## config.mk

```make
export PLATFORM = sky130hd
export DESIGN_NAME = procedure_declaration_scanner
export DESIGN_NICKNAME = d
export VERILOG_FILES = /design/src/design/pds_pkg.sv /design/src/design/procedure_declaration_scanner.sv /design/src/design/pds_ram.sv /design/src/design/pds_datapath.sv /design/src/design/pds_ctrl.sv
export SDC_FILE = /design/constraint.sdc
export NUM_CORES = 1
export LEC_CHECK = 0
export ABC_AREA = 1
export BUFFER_PORTS_ARGS = -buffer_cell sky130_fd_sc_hd__buf_4
export CAP_MARGIN = 20
export CORE_MARGIN = 4
export CORE_UTILIZATION = 50
export CTS_BUF_LIST = sky130_fd_sc_hd__clkbuf_4 sky130_fd_sc_hd__clkbuf_8
export CTS_CLUSTER_DIAMETER = 40
export CTS_CLUSTER_SIZE = 8
export DETAILED_ROUTE_END_ITERATION = 6
export PLACE_DENSITY = 0.67
export SLEW_MARGIN = 25
export SYNTH_ARGS = -nofsm -noshare
export SYNTH_HDL_FRONTEND = slang
export SYNTH_SLANG_ARGS = --single-unit
export TNS_END_PERCENT = 100
```

## constraint.sdc

```tcl
create_clock -name aclk -period 4 [get_ports aclk]
set_clock_uncertainty 0.05 [all_clocks]
set_input_delay 0.6 -clock aclk [delete_from_list [all_inputs] [get_ports aclk]]
set_output_delay 0.6 -clock aclk [all_outputs]
set_load 0.05 [all_outputs]
```

## src/design/pds_pkg.sv

```systemverilog
// Shared types, constants and helpers of the procedure declaration scanner.
package pds_pkg;

    // Character codes
    localparam logic [7:0] CH_NEWLINE = 8'd10;
    localparam logic [7:0] CH_SPACE   = 8'd32;
    localparam logic [7:0] CH_TAB     = 8'd9;
    localparam logic [7:0] CH_CR      = 8'd13;
    localparam logic [7:0] CH_LOWER_F = 8'h66;
    localparam logic [7:0] CH_LOWER_S = 8'h73;

    // Keyword lengths, stored as last position index
    localparam logic [2:0] KW_SUB_LAST = 3'd2;
    localparam logic [2:0] KW_FN_LAST  = 3'd7;

    // Configuration register indexes
    localparam logic CFG_PREFIX_CHARS = 1'b0;
    localparam logic CFG_PREFIX_LEN   = 1'b1;

    // Controller states: scan phases, then the name emission steps
    typedef enum logic [3:0] {
        ST_LEAD,
        ST_KEYWORD,
        ST_NEED_SPACE,
        ST_SKIP_SPACE,
        ST_NAME,
        ST_IGNORE,
        ST_CHECK,
        ST_EMIT_RD,
        ST_EMIT_LD
    } ctrl_state_t;

    // Controller to datapath
    typedef struct packed {
        logic kw_start;
        logic kw_step;
        logic name_clear;
        logic name_push;
        logic emit_start;
        logic emit_load;
    } pds_cmd_t;

    // Datapath to controller
    typedef struct packed {
        logic is_nl;
        logic is_ws;
        logic is_alnum;
        logic lead_match;
        logic kw_match;
        logic kw_done;
        logic prefix_pass;
        logic emit_last;
        logic out_free;
    } pds_status_t;

    // ASCII lower case
    function automatic logic [7:0] to_lower(input logic [7:0] c);
        logic [7:0] r;
        r = c;
        if (c >= 8'h41 && c <= 8'h5A) begin
            r = c + 8'd32;
        end
        return r;
    endfunction

    // Expected keyword byte at a position
    function automatic logic [7:0] kw_char(input logic is_fn, input logic [2:0] pos);
        logic [7:0] r;
        r = 8'h00;
        if (is_fn) begin
            unique case (pos)
                3'd0: r = 8'h66;
                3'd1: r = 8'h75;
                3'd2: r = 8'h6E;
                3'd3: r = 8'h63;
                3'd4: r = 8'h74;
                3'd5: r = 8'h69;
                3'd6: r = 8'h6F;
                3'd7: r = 8'h6E;
                default: r = 8'h00;
            endcase
        end else begin
            unique case (pos)
                3'd0: r = 8'h73;
                3'd1: r = 8'h75;
                3'd2: r = 8'h62;
                default: r = 8'h00;
            endcase
        end
        return r;
    endfunction

endpackage

```

## src/design/procedure_declaration_scanner.sv

```systemverilog
// A byte that ends no name is taken and the next byte can follow at once.
// A byte that ends a name adds a check state, then for a kept name a RAM read state and a
// result load state per name byte (the load waits while the output is not free); input is
// held off until the final result is loaded. One text byte is taken per cycle while no name
// is checked or emitted; each result needs its own registered name RAM read.
// Reset: synchronous, active low; clears scan and result state and config, not the name RAM.
module procedure_declaration_scanner #(
    parameter int MAX_NAME   = 32,
    parameter int PREFIX_MAX = 8
) (
    input  logic        aclk,
    input  logic        aresetn,
    // Text input
    input  logic        s_tvalid,
    output logic        s_tready,
    input  logic [7:0]  s_tdata,   // [7:0] text_char
    input  logic        s_tlast,   // end_of_text
    // Name results
    output logic        m_tvalid,
    input  logic        m_tready,
    output logic [15:0] m_tdata,   // [7:0] name_char, [8] char_valid, [9] is_function,
                                   // [10] truncated, [15:11] zero
    output logic        m_tlast,   // last
    // Configuration writes
    input  logic        cfg_we,
    input  logic        cfg_index,
    input  logic [63:0] cfg_wdata
);

    pds_pkg::pds_cmd_t    cmd;
    pds_pkg::pds_status_t status;

    pds_ctrl u_ctrl (
        .aclk     (aclk),
        .aresetn  (aresetn),
        .s_tvalid (s_tvalid),
        .s_tready (s_tready),
        .s_tlast  (s_tlast),
        .status   (status),
        .cmd      (cmd)
    );

    pds_datapath #(
        .MAX_NAME   (MAX_NAME),
        .PREFIX_MAX (PREFIX_MAX)
    ) u_datapath (
        .aclk      (aclk),
        .aresetn   (aresetn),
        .text_char (s_tdata),
        .cmd       (cmd),
        .status    (status),
        .cfg_we    (cfg_we),
        .cfg_index (cfg_index),
        .cfg_wdata (cfg_wdata),
        .m_tready  (m_tready),
        .m_tvalid  (m_tvalid),
        .m_tdata   (m_tdata),
        .m_tlast   (m_tlast)
    );

endmodule

```

## src/design/pds_ram.sv

```systemverilog
// Generic single-write, single-read RAM with registered read data.
module pds_ram #(
    parameter int WIDTH = 8,
    parameter int DEPTH = 32,
    localparam int AW = (DEPTH > 1) ? $clog2(DEPTH) : 1
) (
    input  logic             aclk,
    input  logic             we,
    input  logic [AW-1:0]    waddr,
    input  logic [WIDTH-1:0] wdata,
    input  logic [AW-1:0]    raddr,
    output logic [WIDTH-1:0] rdata
);

    logic [WIDTH-1:0] mem [DEPTH];

    always_ff @(posedge aclk) begin
        if (we) begin
            mem[waddr] <= wdata;
        end
        rdata <= mem[raddr];
    end

endmodule

```

## src/design/pds_datapath.sv

```systemverilog
// Datapath: byte classes, keyword match, name store, prefix check, result register.
module pds_datapath #(
    parameter int MAX_NAME   = 32,
    parameter int PREFIX_MAX = 8
) (
    input  logic                aclk,
    input  logic                aresetn,
    input  logic [7:0]          text_char,
    input  pds_pkg::pds_cmd_t   cmd,
    output pds_pkg::pds_status_t status,
    input  logic                cfg_we,
    input  logic                cfg_index,
    input  logic [63:0]         cfg_wdata,
    input  logic                m_tready,
    output logic                m_tvalid,
    output logic [15:0]         m_tdata,
    output logic                m_tlast
);

    localparam int LEN_W  = $clog2(MAX_NAME + 1);
    localparam int ADDR_W = (MAX_NAME > 1) ? $clog2(MAX_NAME) : 1;
    localparam int HEAD_N = (PREFIX_MAX < MAX_NAME) ? PREFIX_MAX : MAX_NAME;
    localparam int CW     = (LEN_W > 4) ? LEN_W : 4;

    // Configuration
    logic [8*PREFIX_MAX-1:0] prefix_reg;
    logic [3:0]              plen_reg;

    // Keyword and name state
    logic [2:0]       kw_pos_reg, kw_pos_next;
    logic             is_fn_reg, is_fn_next;
    logic [LEN_W-1:0] len_reg, len_next;
    logic             ovf_reg, ovf_next;
    logic [LEN_W-1:0] idx_reg, idx_next;
    logic [7:0]       head_reg [HEAD_N];

    // Result register
    logic       out_valid_reg, out_valid_next;
    logic [7:0] out_char_reg;
    logic       out_cv_reg, out_fn_reg, out_tr_reg, out_last_reg;

    logic [7:0] lc;
    logic       ram_we;
    logic [7:0] ram_rdata;
    logic [3:0] plen_eff;
    logic       mismatch;
    logic       name_empty;

    pds_ram #(.WIDTH(8), .DEPTH(MAX_NAME)) u_name_ram (
        .aclk  (aclk),
        .we    (ram_we),
        .waddr (len_reg[ADDR_W-1:0]),
        .wdata (text_char),
        .raddr (idx_reg[ADDR_W-1:0]),
        .rdata (ram_rdata)
    );

    // Byte classification, keyword compare, prefix filter over the head bytes and emit status
    always_comb begin
        lc = pds_pkg::to_lower(text_char);
        status.is_nl    = (text_char == pds_pkg::CH_NEWLINE);
        status.is_ws    = (text_char == pds_pkg::CH_SPACE) ||
                          (text_char >= pds_pkg::CH_TAB && text_char <= pds_pkg::CH_CR);
        status.is_alnum = (text_char >= 8'h30 && text_char <= 8'h39) ||
                          (text_char >= 8'h41 && text_char <= 8'h5A) ||
                          (text_char >= 8'h61 && text_char <= 8'h7A);
        status.lead_match = (lc == pds_pkg::CH_LOWER_F) || (lc == pds_pkg::CH_LOWER_S);
        status.kw_match   = (lc == pds_pkg::kw_char(is_fn_reg, kw_pos_reg));
        status.kw_done    = (kw_pos_reg == (is_fn_reg ? pds_pkg::KW_FN_LAST
                                                      : pds_pkg::KW_SUB_LAST));

        plen_eff = (plen_reg > 4'(PREFIX_MAX)) ? 4'(PREFIX_MAX) : plen_reg;
        mismatch = 1'b0;
        for (int k = 0; k < HEAD_N; k++) begin
            if (4'(k) < plen_eff && head_reg[k] != prefix_reg[8*k +: 8]) begin
                mismatch = 1'b1;
            end
        end
        status.prefix_pass = (plen_eff == 4'd0) ||
                             ((CW'(len_reg) >= CW'(plen_eff)) && !mismatch);
        name_empty       = (len_reg == '0);
        status.emit_last = name_empty || ((idx_reg + LEN_W'(1)) == len_reg);
        status.out_free  = !out_valid_reg || m_tready;
    end

    // Next state of the keyword, name and index registers
    always_comb begin
        kw_pos_next = kw_pos_reg;
        is_fn_next  = is_fn_reg;
        len_next    = len_reg;
        ovf_next    = ovf_reg;
        idx_next    = idx_reg;
        ram_we      = 1'b0;
        if (cmd.kw_start) begin
            is_fn_next  = (lc == pds_pkg::CH_LOWER_F);
            kw_pos_next = 3'd1;
        end else if (cmd.kw_step) begin
            kw_pos_next = kw_pos_reg + 3'd1;
        end
        if (cmd.name_clear) begin
            len_next = '0;
            ovf_next = 1'b0;
        end else if (cmd.name_push) begin
            if (len_reg < LEN_W'(MAX_NAME)) begin
                ram_we   = 1'b1;
                len_next = len_reg + LEN_W'(1);
            end else begin
                ovf_next = 1'b1;
            end
        end
        if (cmd.emit_start) begin
            idx_next = '0;
        end else if (cmd.emit_load) begin
            idx_next = idx_reg + LEN_W'(1);
        end
        out_valid_next = out_valid_reg && !m_tready;
        if (cmd.emit_load) begin
            out_valid_next = 1'b1;
        end
    end

    // Control registers
    always_ff @(posedge aclk) begin
        if (!aresetn) begin
            kw_pos_reg    <= '0;
            is_fn_reg     <= 1'b0;
            len_reg       <= '0;
            ovf_reg       <= 1'b0;
            idx_reg       <= '0;
            out_valid_reg <= 1'b0;
            prefix_reg    <= '0;
            plen_reg      <= '0;
        end else begin
            kw_pos_reg    <= kw_pos_next;
            is_fn_reg     <= is_fn_next;
            len_reg       <= len_next;
            ovf_reg       <= ovf_next;
            idx_reg       <= idx_next;
            out_valid_reg <= out_valid_next;
            if (cfg_we && cfg_index == pds_pkg::CFG_PREFIX_CHARS) begin
                prefix_reg <= cfg_wdata[8*PREFIX_MAX-1:0];
            end
            if (cfg_we && cfg_index == pds_pkg::CFG_PREFIX_LEN) begin
                plen_reg <= cfg_wdata[3:0];
            end
        end
    end

    // Head copy of the first name bytes for the prefix check
    always_ff @(posedge aclk) begin
        for (int k = 0; k < HEAD_N; k++) begin
            if (ram_we && len_reg == LEN_W'(k)) begin
                head_reg[k] <= text_char;
            end
        end
    end

    // Result payload
    always_ff @(posedge aclk) begin
        if (cmd.emit_load) begin
            out_char_reg <= name_empty ? 8'h00 : ram_rdata;
            out_cv_reg   <= !name_empty;
            out_fn_reg   <= is_fn_reg;
            out_tr_reg   <= ovf_reg;
            out_last_reg <= status.emit_last;
        end
    end

    assign m_tvalid = out_valid_reg;
    assign m_tdata  = {5'd0, out_tr_reg, out_fn_reg, out_cv_reg, out_char_reg};
    assign m_tlast  = out_last_reg;

endmodule

```

## src/design/pds_ctrl.sv

```systemverilog
// Controller: scan phase state machine and name emission sequencing.
module pds_ctrl (
    input  logic                 aclk,
    input  logic                 aresetn,
    input  logic                 s_tvalid,
    output logic                 s_tready,
    input  logic                 s_tlast,
    input  pds_pkg::pds_status_t status,
    output pds_pkg::pds_cmd_t    cmd
);

    pds_pkg::ctrl_state_t state_reg, state_next;
    pds_pkg::ctrl_state_t phase;
    pds_pkg::ctrl_state_t ret_state;
    logic                 ret_lead_reg, ret_lead_next;
    logic                 accept;
    logic                 emit;

    always_ff @(posedge aclk) begin
        if (!aresetn) begin
            state_reg    <= pds_pkg::ST_LEAD;
            ret_lead_reg <= 1'b1;
        end else begin
            state_reg    <= state_next;
            ret_lead_reg <= ret_lead_next;
        end
    end

    always_comb begin
        s_tready      = (state_reg != pds_pkg::ST_CHECK) &&
                        (state_reg != pds_pkg::ST_EMIT_RD) &&
                        (state_reg != pds_pkg::ST_EMIT_LD);
        accept        = s_tvalid && s_tready;
        cmd           = '0;
        state_next    = state_reg;
        ret_lead_next = ret_lead_reg;
        phase         = state_reg;
        emit          = 1'b0;
        ret_state     = ret_lead_reg ? pds_pkg::ST_LEAD : pds_pkg::ST_IGNORE;

        unique case (state_reg)
            pds_pkg::ST_CHECK: begin
                cmd.emit_start = 1'b1;
                state_next = status.prefix_pass ? pds_pkg::ST_EMIT_RD : ret_state;
            end
            pds_pkg::ST_EMIT_RD: begin
                state_next = pds_pkg::ST_EMIT_LD;
            end
            pds_pkg::ST_EMIT_LD: begin
                if (status.out_free) begin
                    cmd.emit_load = 1'b1;
                    state_next = status.emit_last ? ret_state : pds_pkg::ST_EMIT_RD;
                end
            end
            default: begin
                if (accept) begin
                    // Newline ends the line and any open name
                    if (status.is_nl) begin
                        if (state_reg == pds_pkg::ST_NEED_SPACE) begin
                            cmd.name_clear = 1'b1;
                            emit = 1'b1;
                        end else if (state_reg == pds_pkg::ST_SKIP_SPACE ||
                                     state_reg == pds_pkg::ST_NAME) begin
                            emit = 1'b1;
                        end
                        phase = pds_pkg::ST_LEAD;
                    end else begin
                        unique case (state_reg)
                            pds_pkg::ST_LEAD: begin
                                if (!status.is_ws) begin
                                    cmd.kw_start = 1'b1;
                                    phase = status.lead_match ? pds_pkg::ST_KEYWORD
                                                              : pds_pkg::ST_IGNORE;
                                end
                            end
                            pds_pkg::ST_KEYWORD: begin
                                if (status.kw_match) begin
                                    cmd.kw_step = 1'b1;
                                    phase = status.kw_done ? pds_pkg::ST_NEED_SPACE
                                                           : pds_pkg::ST_KEYWORD;
                                end else begin
                                    phase = pds_pkg::ST_IGNORE;
                                end
                            end
                            pds_pkg::ST_NEED_SPACE: begin
                                if (status.is_ws) begin
                                    cmd.name_clear = 1'b1;
                                    phase = pds_pkg::ST_SKIP_SPACE;
                                end else begin
                                    phase = pds_pkg::ST_IGNORE;
                                end
                            end
                            pds_pkg::ST_SKIP_SPACE, pds_pkg::ST_NAME: begin
                                if (state_reg == pds_pkg::ST_SKIP_SPACE && status.is_ws) begin
                                    phase = pds_pkg::ST_SKIP_SPACE;
                                end else if (status.is_alnum) begin
                                    cmd.name_push = 1'b1;
                                    phase = pds_pkg::ST_NAME;
                                end else begin
                                    emit = 1'b1;
                                    phase = pds_pkg::ST_IGNORE;
                                end
                            end
                            default: begin
                                phase = pds_pkg::ST_IGNORE;
                            end
                        endcase
                    end

                    // End of text closes an open name and restarts the line
                    if (s_tlast) begin
                        if (phase == pds_pkg::ST_SKIP_SPACE || phase == pds_pkg::ST_NAME) begin
                            emit = 1'b1;
                        end
                        phase = pds_pkg::ST_LEAD;
                    end

                    if (emit) begin
                        ret_lead_next = (phase == pds_pkg::ST_LEAD);
                        state_next    = pds_pkg::ST_CHECK;
                    end else begin
                        state_next = phase;
                    end
                end
            end
        endcase
    end

endmodule

```

==> metrics <==
cts hold-fix bufs=0; # IOs=98; max FFs per register=256; Total GRT Usage=23.0%; initial antenna violation count=2; share of layout cells above drive strength 1=16.9%; post-synth top area share=55.2%; post-synthesis sequential area ratio=66.1%; Seq cells post-synth=431; vias in the first global route=12419; worst skew pair latency=0.61 ns; routed len/inst=19.6 µm; # port buffers=92; Max Freq=0.372 GHz; Worst Max-Slew Pin Slew=0.899 ns; Reg clk slew, reported paths=0.06 ns; # Max-Cap Violations=0; Synth Area in XOR/XNOR=2.71%; Arr. time, crit path=2.94 ns; die height=198 µm; placed cell count=2211; area share of and/or/nand/nor cells after synthesis=14.0%; Cells after Synth=1673; Core Footprint=0.0356 mm²; final setup violation count=0; TritonCTS clock tree=done; yosys warns=0; count leader, synth=nor2_1; Die X-Extent=198 µm; Hold Slack=0.164 ns; Non-Filler Instances=2324; synthesis-to-layout area growth=15.4%; combinational share of power=5.7%; Clock H-tree levels=3; compound-cell area share of the yosys netlist=11.8%; Worst Hold Depth=3; min-delay worst type=in -> reg; relative slew slack=40.0%; Critical Path RT=4.25 ns; Tmin final=2.69 ns; area of the mapped netlist=0.0181 mm²; clk sinks=431; dpl hpwl=29500 µm; total routed wirelength=45600 µm; # rows=69; internal power=7060 µW; top cells by count, synth=336 x nor2_1, 332 x edfxtp_1, 233 x o21ai_0; type of origin of the critical path=flip-flop; routability cong.=0.874; Post-CTS Resized=0; max-slew violation count=0; async set-reset flop share out of synthesis=0%; cells on worst reg2reg path=11; CP endpoint kind=flip-flop; RSZ-0062 raised after global routing=no; worst-path maximum fanout=8; period utilization=67.3%; clock share of power=40.3%; Worst Hold End=u_datapath.prefix_reg[23]; Die Area=0.0392 mm²; NetSw=2070 µW; 1st-pass router iterations=5; vias=12942; main combinational cell family by area after synthesis=simple AND/OR/NAND/NOR gates; Final ANT Viol Nets=0; R2R Setup Slk=1.31 ns; hold wc startpoint=cfg_wdata[23]; post-synthesis adder-cell area fraction=1.18%; post-synth top area cell=edfxtp_1; clock root cell=clkbuf_8; status=finished, final reports clean; postcts setup bufs=0; # fillers=3012; WS Path Type=reg -> reg; Synth Area per Inst=10.8 µm²; fin util=58.6%; final net count=1918; Leak=0.00773 µW; clock tree buffer depth=3; pin count of the biggest net entering global routing=67; Num CTS Buffers=70; library cells used by synthesis=45; Final Hold Vio Count=0; Vias/cell=5.57; ys flop type=edfxtp_1; Reg power frac=53.9%; first-pass GRT wire length=69800 µm; RR Endpoint=u_datapath.u_name_ram.mem[12][5]; mux cell area share after synthesis=0%; DRC viols=0; Starting Density=50.8%; PwrDens=438 mW/mm²; synth top area cells=edfxtp_1 55%, dfxtp_1 11%, nor2_1 7.0%, o21ai_0 6.5%, nand2_1 3.2%; maximum vdd drop=0.286 mV; TNS Setup=0 ns; switch share=22.7%; Post-synth EDFFs=332; Reg-to-Reg Start=u_ctrl.state_reg[0]; Congestion Overflow GR=0; initial drt markers=1144
worst max-delay path: stages (launching register included):
cell and delay, ns:
dfxtp_1 0.44, nor2_1 0.12, nand3_2 0.09, inv_1 0.08, nor2_1 0.26, nand2_1 0.18
nor2_2 0.16, nand2_1 0.10, inv_2 0.12, nand2_1 0.34, nor2_1 0.23, buf_4 0.20
layer usage:
layer	vias to the layer above	global-route usage, %	wire [µm]
met5	-	0	0
met4	0	9.00	1590
met3	98	5.58	4110
met2	586	34.8	20200
met1	6101	32.5	19800
li1	6157	-	-
layout by cell type, fill, tap and decap left out, types with 45 or more instances in the layout:
cell      count
xnor2_1      45
edfxtp_1    332
inv_1        89
buf_4       160
nand2_1     155
dfxtp_1      97
nand3_1      54
o21ai_0     233
clkbuf_8     75
nor2_1      335
worst max-delay path by stage:
stage,start,end,slack (ns),cells past startpoint
global route,u_ctrl.state_reg[0],u_datapath.u_name_ram.mem[12][2],1.08,11
detailed placement,s_tdata[5],u_datapath.u_name_ram.mem[12][6],0.80,13
finish,u_ctrl.state_reg[0],u_datapath.u_name_ram.mem[12][5],1.31,11
CTS,u_ctrl.state_reg[0],u_datapath.u_name_ram.mem[12][5],1.30,11
global placement,s_tdata[5],u_datapath.u_name_ram.mem[28][6],0.82,13
floorplan,u_ctrl.state_reg[0],u_datapath.head_reg[1][0],0.73,9
power groups by stage:
stage	sequential (µW)	clock, µW	combinational, µW
global route	4930	3980	586
CTS	4920	3760	524
floorplan	5000	0	303
global placement	5020	0	515
finish	4920	3680	522
detailed placement	5020	0	521
stage by stage:
step / cell area [µm²] / total power (µW) / setup slack, ns
final: 20800 / 9130 / 1.31
after detailed placement: 19500 / 5540 / 0.798
after global routing: 20800 / 9490 / 1.08
after floorplan: 18100 / 5310 / 0.728
after CTS: 20800 / 9200 / 1.30
after global placement: 19500 / 5530 / 0.818
logic make-up (layout without fill, tap and decap cells):
family,after synthesis,in the layout
other cells,1,6
flops,431,431
simple gates,608,608
fa+ha+maj,17,17
xor+xnor,56,56
compound gates,373,373
buf+inv,187,372
area by class of cell:
class / instances / area (µm²) / share of cell area (%)
Clock inverter: 14 / 116 / 0.558
Multi-Input combinational cell: 1059 / 5400 / 25.9
Inverter: 99 / 373 / 1.79
Sequential cell: 431 / 12000 / 57.4
Tap cell: 461 / 577 / 2.77
Timing Repair Buffer: 161 / 1220 / 5.86
Clock buffer: 98 / 1200 / 5.78
Antenna cell: 1 / 2.50 / 0.0120
Note: power is estimated with default switching activity, not from simulation.
